File: src/rtl/core/rhc_pkg.sv
`timescale 1ns / 1ps
`default_nettype none
// ----------------------------------------------------------------------------
// rhc_pkg: shared types and constants of the RGB to HSV conversion unit
// Hue scaling, divider geometry and the per-stage divider record.
// ----------------------------------------------------------------------------
package rhc_pkg;

  localparam int unsigned CHAN_W     = 8;
  localparam int unsigned PIXEL_W    = 3 * CHAN_W;
  localparam int unsigned HUE_W      = 15;
  localparam int unsigned HUE_SECTOR = 3840;
  localparam int unsigned HUE_FULL   = 6 * HUE_SECTOR;
  localparam int unsigned SAT_SCALE  = 255;

  // Restoring divider: twelve quotient bits cover the hue term (at most 3840).
  localparam int unsigned QUO_W     = 12;
  localparam int unsigned DIV_STEPS = QUO_W;
  localparam int unsigned REM_W     = 20;

  typedef enum logic [1:0] {
    SECT_RED,
    SECT_GREEN,
    SECT_BLUE
  } sector_t;

  // One beat as it travels through the divider stages.
  typedef struct packed {
    logic [REM_W-1:0]  rem_h;
    logic [REM_W-1:0]  rem_s;
    logic [CHAN_W-1:0] den_h;
    logic [CHAN_W-1:0] den_s;
    logic [QUO_W-1:0]  quo_h;
    logic [QUO_W-1:0]  quo_s;
    sector_t           sector;
    logic              neg;
    logic [CHAN_W-1:0] max_val;
  } div_t;

  // One shift-and-subtract step for both lanes; the quotient bit weight is 2^step.
  function automatic div_t div_step(div_t cur, int unsigned step);
    div_t             nxt;
    logic [REM_W-1:0] trial_h;
    logic [REM_W-1:0] trial_s;
    nxt     = cur;
    trial_h = REM_W'(cur.den_h) << step;
    trial_s = REM_W'(cur.den_s) << step;
    if (cur.rem_h >= trial_h) begin
      nxt.rem_h = cur.rem_h - trial_h;
      nxt.quo_h = {cur.quo_h[QUO_W-2:0], 1'b1};
    end else begin
      nxt.quo_h = {cur.quo_h[QUO_W-2:0], 1'b0};
    end
    if (cur.rem_s >= trial_s) begin
      nxt.rem_s = cur.rem_s - trial_s;
      nxt.quo_s = {cur.quo_s[QUO_W-2:0], 1'b1};
    end else begin
      nxt.quo_s = {cur.quo_s[QUO_W-2:0], 1'b0};
    end
    return nxt;
  endfunction

endpackage
`default_nettype wire

File: src/rtl/core/rgb_to_hsv_convert_unit.sv
`timescale 1ns / 1ps
`default_nettype none
// ----------------------------------------------------------------------------
// rgb_to_hsv_convert_unit: pipelined RGB to HSV pixel converter
// Turns one 24-bit RGB pixel into hue (1/64 degree), saturation and value.
// ----------------------------------------------------------------------------
// The unit accepts one pixel beat on every clock while pixel_stall is low, and
// returns one result beat per pixel, in order. The two exact rounded divisions
// (hue term over chroma, scaled chroma over the largest channel) run side by
// side through a twelve-stage restoring divider, one quotient bit per stage;
// one front stage finds the extremes and the sector, one forms the rounded
// numerators, and one stage at the end adds the sector offset. The whole
// pipeline advances together: while a result beat waits with result_stall
// high, pixel_stall is raised, and nothing inside moves, so no beat is lost
// or repeated. Value is the largest channel, saturation is round(255 *
// chroma / max) and is 0 for black, and hue is 0 for any grey pixel.
// ----------------------------------------------------------------------------
module rgb_to_hsv_convert_unit (
  input  wire                          clk,
  input  wire                          rst,
  input  wire                          pixel_valid,
  output logic                         pixel_stall,
  input  wire  [rhc_pkg::PIXEL_W-1:0]  rgb_word,
  output logic                         result_valid,
  input  wire                          result_stall,
  output logic [rhc_pkg::HUE_W-1:0]    hue_angle,
  output logic [rhc_pkg::CHAN_W-1:0]   saturation,
  output logic [rhc_pkg::CHAN_W-1:0]   brightness
);
  import rhc_pkg::*;

  // Pipeline advance: everything moves unless the output beat is held.
  logic advance;
  assign advance     = !(result_valid && result_stall);
  assign pixel_stall = !advance;

  // ---------------------------------------------------------------- stage A
  // Largest and smallest channel, sector choice (red first, then green, then
  // blue) and the signed difference that drives the hue term.
  logic [CHAN_W-1:0] red, green, blue;
  logic [CHAN_W-1:0] max_c, min_c, diff_a, diff_b;
  sector_t           sector_c;

  assign red   = rgb_word[3*CHAN_W-1:2*CHAN_W];
  assign green = rgb_word[2*CHAN_W-1:CHAN_W];
  assign blue  = rgb_word[CHAN_W-1:0];

  always_comb begin
    max_c = red;
    min_c = red;
    if (green > max_c) max_c = green;
    if (blue > max_c)  max_c = blue;
    if (green < min_c) min_c = green;
    if (blue < min_c)  min_c = blue;
    if (max_c == red) begin
      sector_c = SECT_RED;
      diff_a   = green;
      diff_b   = blue;
    end else if (max_c == green) begin
      sector_c = SECT_GREEN;
      diff_a   = blue;
      diff_b   = red;
    end else begin
      sector_c = SECT_BLUE;
      diff_a   = red;
      diff_b   = green;
    end
  end

  logic              a_valid;
  logic [CHAN_W-1:0] a_max, a_chroma, a_mag;
  logic              a_neg;
  sector_t           a_sector;

  always_ff @(posedge clk) begin
    if (rst) begin
      a_valid <= 1'b0;
    end else if (advance) begin
      a_valid <= pixel_valid;
    end
  end

  always_ff @(posedge clk) begin
    if (advance) begin
      a_max    <= max_c;
      a_chroma <= max_c - min_c;
      a_sector <= sector_c;
      a_neg    <= diff_a < diff_b;
      a_mag    <= (diff_a >= diff_b) ? diff_a - diff_b : diff_b - diff_a;
    end
  end

  // ---------------------------------------------------------------- stage B
  // round(n / d) equals floor((n + floor(d / 2)) / d), so the rounding bias
  // is folded into the numerator and the divider only truncates.
  div_t              pipe      [DIV_STEPS+1];
  logic [DIV_STEPS:0] pipe_vld;
  div_t              load_c;

  always_comb begin
    load_c         = '0;
    load_c.rem_h   = REM_W'(a_mag) * REM_W'(HUE_SECTOR) + REM_W'(a_chroma >> 1);
    load_c.rem_s   = REM_W'(a_chroma) * REM_W'(SAT_SCALE) + REM_W'(a_max >> 1);
    load_c.den_h   = a_chroma;
    load_c.den_s   = a_max;
    load_c.sector  = a_sector;
    load_c.neg     = a_neg;
    load_c.max_val = a_max;
  end

  always_ff @(posedge clk) begin
    if (rst) begin
      pipe_vld[0] <= 1'b0;
    end else if (advance) begin
      pipe_vld[0] <= a_valid;
    end
  end

  always_ff @(posedge clk) begin
    if (advance) begin
      pipe[0] <= load_c;
    end
  end

  // ---------------------------------------------------------- divider stages
  // Stage i settles the quotient bit of weight 2^(DIV_STEPS-1-i).
  for (genvar i = 0; i < DIV_STEPS; i++) begin : g_div
    always_ff @(posedge clk) begin
      if (rst) begin
        pipe_vld[i+1] <= 1'b0;
      end else if (advance) begin
        pipe_vld[i+1] <= pipe_vld[i];
      end
    end

    always_ff @(posedge clk) begin
      if (advance) begin
        pipe[i+1] <= div_step(pipe[i], DIV_STEPS - 1 - i);
      end
    end
  end

  // ------------------------------------------------------------ output stage
  // A grey pixel has zero chroma and a black one a zero maximum; the divider
  // output is meaningless then and is replaced by zero.
  div_t             fin;
  logic [HUE_W-1:0] term;
  logic [HUE_W-1:0] hue_next;
  logic [CHAN_W-1:0] sat_next;

  assign fin  = pipe[DIV_STEPS];
  assign term = HUE_W'(fin.quo_h);

  always_comb begin
    case (fin.sector)
      SECT_RED: begin
        if (!fin.neg) begin
          hue_next = term;
        end else if (term == '0) begin
          hue_next = '0;
        end else begin
          hue_next = HUE_W'(HUE_FULL) - term;
        end
      end
      SECT_GREEN: begin
        hue_next = fin.neg ? HUE_W'(2 * HUE_SECTOR) - term
                           : HUE_W'(2 * HUE_SECTOR) + term;
      end
      SECT_BLUE: begin
        hue_next = fin.neg ? HUE_W'(4 * HUE_SECTOR) - term
                           : HUE_W'(4 * HUE_SECTOR) + term;
      end
      default: begin
        hue_next = '0;
      end
    endcase
    if (fin.den_h == '0) begin
      hue_next = '0;
    end
    sat_next = (fin.den_s == '0) ? '0 : fin.quo_s[CHAN_W-1:0];
  end

  always_ff @(posedge clk) begin
    if (rst) begin
      result_valid <= 1'b0;
    end else if (advance) begin
      result_valid <= pipe_vld[DIV_STEPS];
    end
  end

  always_ff @(posedge clk) begin
    if (advance) begin
      hue_angle  <= hue_next;
      saturation <= sat_next;
      brightness <= fin.max_val;
    end
  end

endmodule
`default_nettype wire

File: config.mk
export PLATFORM = sky130hd
export DESIGN_NAME = rgb_to_hsv_convert_unit
export DESIGN_NICKNAME = d
export VERILOG_FILES = /design/src/rtl/core/rhc_pkg.sv /design/src/rtl/core/rgb_to_hsv_convert_unit.sv
export SDC_FILE = /design/constraint.sdc
export NUM_CORES = 2
export LEC_CHECK = 0
export BUFFER_PORTS_ARGS = -buffer_cell sky130_fd_sc_hd__buf_2
export CAP_MARGIN = 20
export CORE_MARGIN = 5
export CORE_UTILIZATION = 45
export CTS_CLUSTER_DIAMETER = 120
export CTS_CLUSTER_SIZE = 24
export DETAILED_ROUTE_END_ITERATION = 16
export MAX_ROUTING_LAYER = met4
export SYNTH_ARGS = -nofsm -noshare
export SYNTH_HDL_FRONTEND = slang
export SYNTH_SLANG_ARGS = --single-unit
File: constraint.sdc
create_clock -name clk -period 31 [get_ports clk]
set_clock_uncertainty 0.15 [all_clocks]
set_input_delay 3.1 -clock clk [delete_from_list [all_inputs] [get_ports clk]]
set_output_delay 3.1 -clock clk [all_outputs]
set_load 0.1 [all_outputs]
# == Word-level counts from Yosys, hierarchy flattened ==
# Memory sizes are Yosys's and may differ from the RTL's.
# Cells that the tools add are included.
# classes
add_sub_neg,34
mul,2
order_cmp,30
eq_ne,4
muxes,112
n_reduce_logical,5
# op_table
cell,n
$mux 20,48
$mux 12,24
$mux 8,9
$mux 15,4
$pmux 15 s3,1
$ge 20x10->1,2
$ge 20x11->1,2
$ge 20x12->1,2
$ge 20x13->1,2
$ge 20x14->1,2
$ge 20x15->1,2
$ge 20x16->1,2
$ge 20x17->1,2
$ge 20x18->1,2
$ge 20x19->1,2
$ge 20x8->1,2
$ge 20x9->1,2
$sub 20x10->20,2
$sub 20x11->20,2
$sub 20x12->20,2
$sub 20x13->20,2
$sub 20x14->20,2
$sub 20x15->20,2
$sub 20x16->20,2
other kinds (27),63
# word_totals
ff_bits,73
ramBits,1183
in_bits,28
word_cells,211
n_memories,1
# memory_table
name,words,word_bits,rd,rd_ports_with_merged_regs,write_ports,line,rtl
pipe,13,91,13,0,13,rgb_to_hsv_convert_unit.sv:96,div_t pipe [DIV_STEPS+1];

# == Longest topological paths before layout ==
# depth
word_depth,9
mapped_depth,33

# == Least setup slack after synthesis ==
# OpenSTA, ideal clock, no wires.
# synth_path
kind,input-to-reg
start,input result_stall
end,"register a_chroma[0], enable pin"
setup_ns,1.515
t_arrival_ns,25.681
t_required_ns,29.335
setup_slack_ns,3.653
stages,2
path_cell_list,nand2_1 -> clkbuf_1
# synth_via
elab_chain_cells,1
# synth_lines
item,line,rtl
"start, declared",rgb_to_hsv_convert_unit.sv:25,"input wire result_stall,"
$logic_and 1x1->1,rgb_to_hsv_convert_unit.sv:34,assign advance = !(result_valid && result_stall);
"end signal, assigned",rgb_to_hsv_convert_unit.sv:86,a_chroma <= max_c - min_c;
"end, declared",rgb_to_hsv_convert_unit.sv:71,"logic [CHAN_W-1:0] a_max, a_chroma, a_mag;"
# Every way passes these cells.
# A chain may end at the register's enable or synchronous reset.

# == Final worst setup path ==
# layout_path
start,input rgb_word[18] (netlist bit)
end,"register a_mag[7], data pin"
# layout_via
elab_chain_cells,9
word_cells_on_any_way,14
classes_between,2 x add/sub; 3 x order compare; 2 x eq/ne; 7 x mux
# layout_lines
item,line,rtl
"start, declared",rgb_to_hsv_convert_unit.sv:23,"input wire [rhc_pkg::PIXEL_W-1:0] rgb_word,"
$gt 8x8->1,rgb_to_hsv_convert_unit.sv:51,if (green > max_c) max_c = green;
$mux 8,rgb_to_hsv_convert_unit.sv:51,
$gt 8x8->1,rgb_to_hsv_convert_unit.sv:52,if (blue > max_c) max_c = blue;
$mux 8,rgb_to_hsv_convert_unit.sv:52,
$eq 8x8->1,rgb_to_hsv_convert_unit.sv:59,end else if (max_c == green) begin
$mux 8,rgb_to_hsv_convert_unit.sv:59,
$mux 8,rgb_to_hsv_convert_unit.sv:55,if (max_c == red) begin
$sub 8x8->8 / $ge 8x8->1 (equally long branches),rgb_to_hsv_convert_unit.sv:89,a_mag <= (diff_a >= diff_b) ? diff_a - diff_b : diff_b - diff_a;
$mux 8 *,rgb_to_hsv_convert_unit.sv:89,
"end signal, assigned",rgb_to_hsv_convert_unit.sv:89,
"end, declared",rgb_to_hsv_convert_unit.sv:71,
# Mark *: on every way between the ends. The rest lies on a longest branch, timed or not.

==> impl.org <==
** Outcome
- The run finished with clean final reports.

** Routing
- For this run, design rule violations remaining after detail routing come to 0.
- Summed over all layers, the routed wires come to 72800 um.
- Dividing the detail-routed wire length by the instance count gives 14.8 um.
- In this run the remaining antenna-violating nets after routing total 0.
- The first routing iteration left 1416 violations.
- Via density per instance :: 5.12
- Number of detailed-route iterations in the first pass :: 5
- Total number of vias :: 25300

** Clock network
- Setup Buffers After CTS :: 0
- H-Tree Level Count :: 2
- Clock-pin slew on the worst setup and hold paths :: 0.09 ns
- The later pin in the worst-skew pair is clocked with a latency of 0.59 ns.
- TritonCTS clock tree :: built
- Clock Path Buffers :: 3
- Clock root cell :: clkbuf_16
- Hold repair after CTS inserted 0 buffers.
- The clock net in this run drives a total of 843 sinks.
- Clock tree synthesis inserted a total of 41 buffers.
- The number of gates resized after CTS was 0.

** Logic synthesis
- Counting every net in the synthesized netlist gives 4000.
- Sequential-to-total area share from yosys stat :: 57.3%
- The netlist uses 74 different library cells.
- Counting flops with an async set or reset pin after synthesis yields a share of 0%.
- Primary flip-flop cell chosen by synthesis mapping :: edfxtp_1
- Synth Warn # :: 0
- Instance count of the mapped netlist :: 3597
- Count of flip-flops with a built-in enable after synthesis :: 828
- After synthesis the netlist holds a flip-flop and latch count of 843.
- Mapped Avg Cell Area :: 12.2 um^2
- Post-synth design cell area :: 43900 um^2

** Place
- Half-perimeter wire length after placement :: 53600 um
- The congestion estimate from routability-driven global placement came to 0.821.
- Post-placement cell area :: 45600 um^2
- Port Buf Inserts :: 60
- Before CTS, the worst setup slack after placement is 19.29 ns.

** Timing
- RSZ-0062 raised after global routing :: false
- Total of endpoints with negative setup slack in the final report :: 0
- Setup TNS :: 0 ns
- For this run, the top clock speed supported by timing is 93.1 MHz.
- Transition at the pin with the smallest max-transition slack :: 1.07 ns
- After layout, the worst path uses 34.7% of the clock period.
- Number of hold violations in the final report :: 0
- The worst path meets setup with 20.26 ns of slack.
- Max_slew headroom :: 28.5%
- Max-slew violation total from the final report :: 0
- Final period demand of the worst path :: 10.74 ns

** Floorplanning
- Horizontal die dimension :: 322 um
- Number of placement rows :: 114
- Area of the die :: 104000 um^2
- For this configuration, the core starts out at a cell density of 45.4%.
- Height of the chip :: 322 um
- Pin placement for this block handled 61 I/O pins.
- The core region is 96700 um^2.

** Finish
- Summing all multi-input logic gate instances after layout gives 17000 um^2.
- Of the cells placed in the final design, the portion with a size suffix greater than 1 is 4.95%.
- Number of fill cells in the layout :: 8568
- Total area of sequential cells :: 25200 um^2
- Compared with the post-synthesis result, the final layout area differs by 6.76%.
- For this run, the post-layout net count is 4048.
- Most common cell after layout, fill and taps aside :: edfxtp_1
- Cells fill 48.4% of the core in the end.
- The library cells used most frequently in the layout, excluding fill and tap cells, are 828 x edfxtp_1, 389 x inv_1, 300 x ha_1.
- Diode count :: 0
- After routing the design area is 46800 um^2.

** Global routing
- The number of antenna violations at the first check in global routing came to 0.
- The global routing stage identified its most utilized layer as met2.
- Largest net degree at the start of global routing :: 92
- The first global-routing pass estimated 123000 um of wire.
- GR Layer Usage met3 :: 1.68%
- After global routing the overflow that remains totals 0.
- Global routing consumed, over all layers together, 14.5% of the routing resources.
- Met2 routing resource usage after global routing :: 27.0%
- The via count of the first global-routing pass came to 25500.
- For met1 alone, demand over resource in global routing was 16.8%.

** Worst setup path
- Req. time, crit path :: 31.28 ns
- Data arrives at the worst endpoint at 11.02 ns.
- STA classifies the critical path endpoint as a flop.
- The largest single stage delay on the critical path is 0.57 ns.
- Largest fanout of any net on the critical path :: 15
- Max stage delay cell, worst path :: a21boi_2
- The worst setup path is launched from an input port.
- Flop2flop setup slack :: 25.75 ns
- Crit path kind :: in2reg

** Flow run
- Max-cap violations in this run came to 0.

** Worst hold path
- Class of the most critical hold timing path :: reg2reg
cell usage after synthesis, types with 66 or more instances:
| library cell | instances | area (um^2) |
|---|---|---|
| nand2_1 | 263 | 987 |
| xnor2_1 | 124 | 1090 |
| xor2_1 | 124 | 1090 |
| ha_1 | 300 | 3750 |
| inv_1 | 389 | 1460 |
| nor3_1 | 66 | 330 |
| clkbuf_1 | 66 | 248 |
| nor2_1 | 228 | 856 |
| edfxtp_1 | 828 | 24900 |
| a21oi_1 | 161 | 806 |
| o21ai_0 | 198 | 991 |
| fa_1 | 75 | 1500 |
logic make-up after synthesis:
group,synth area share (%)
flops,57.3
compound gates,9.39
simple gates,10.5
buf+inv,4.03
xor+xnor,4.95
fa+ha+maj,12.0
mux,1.82
stage by stage:
stage,hold slack (ns),cells
finish,0.266,4929
global route,0.278,4929
CTS,0.269,4923
detailed placement,0.255,4872
global placement,0.251,4872
floorplan,0.250,3597
state kept, by name, summed over array words and instances (netlist names):
signal and cells:
a_neg 1, a_mag 8, saturation 8, hue_angle 15, pipe 770, a_max 8
brightness 8, a_sector 2, result_valid 1, pipe_vld 13, a_valid 1, a_chroma 8
path summary, 6_finish.rpt:
kind,from,endpoint,depth (start not counted)
min reg2reg,pipe[1][207]$_DFFE_PN_,pipe[1][299]$_DFFE_PN_,0
max reg2reg,a_chroma[4]$_DFFE_PN_,pipe[0][67]$_DFFE_PN_,18
max,rgb_word[18],a_mag[7]$_DFFE_PN_,32
min,pipe[1][207]$_DFFE_PN_,pipe[1][299]$_DFFE_PN_,0
area by class of cell:
cell class | instances | area share, %
Sequential cell | 843 | 53.7
Multi-Input combinational cell | 2285 | 36.2
Timing Repair Buffer | 84 | 1.12
Tap cell | 1276 | 3.41
Clock buffer | 49 | 2.34
Clock inverter | 2 | 0.0828
Inverter | 390 | 3.12
worst max-delay path: cells and delay by family:
family                     cells  cell delay [ns]
muxes                          3             0.96
buffers and inverters          5             0.87
adders and majority gates      4             1.14
AOI/OAI and AO/OA             14             3.74
and+or+nand+nor                6             1.21
routing by layer:
layer / up-vias / wire (um)
met5: - / 0
met4: 0 / 1850
met3: 96 / 1660
met2: 211 / 38800
met1: 11900 / 30500
li1: 13000 / -
Power is not shown: default switching activity piles up to over one toggle a cycle in this logic, so the estimate is an artifact.
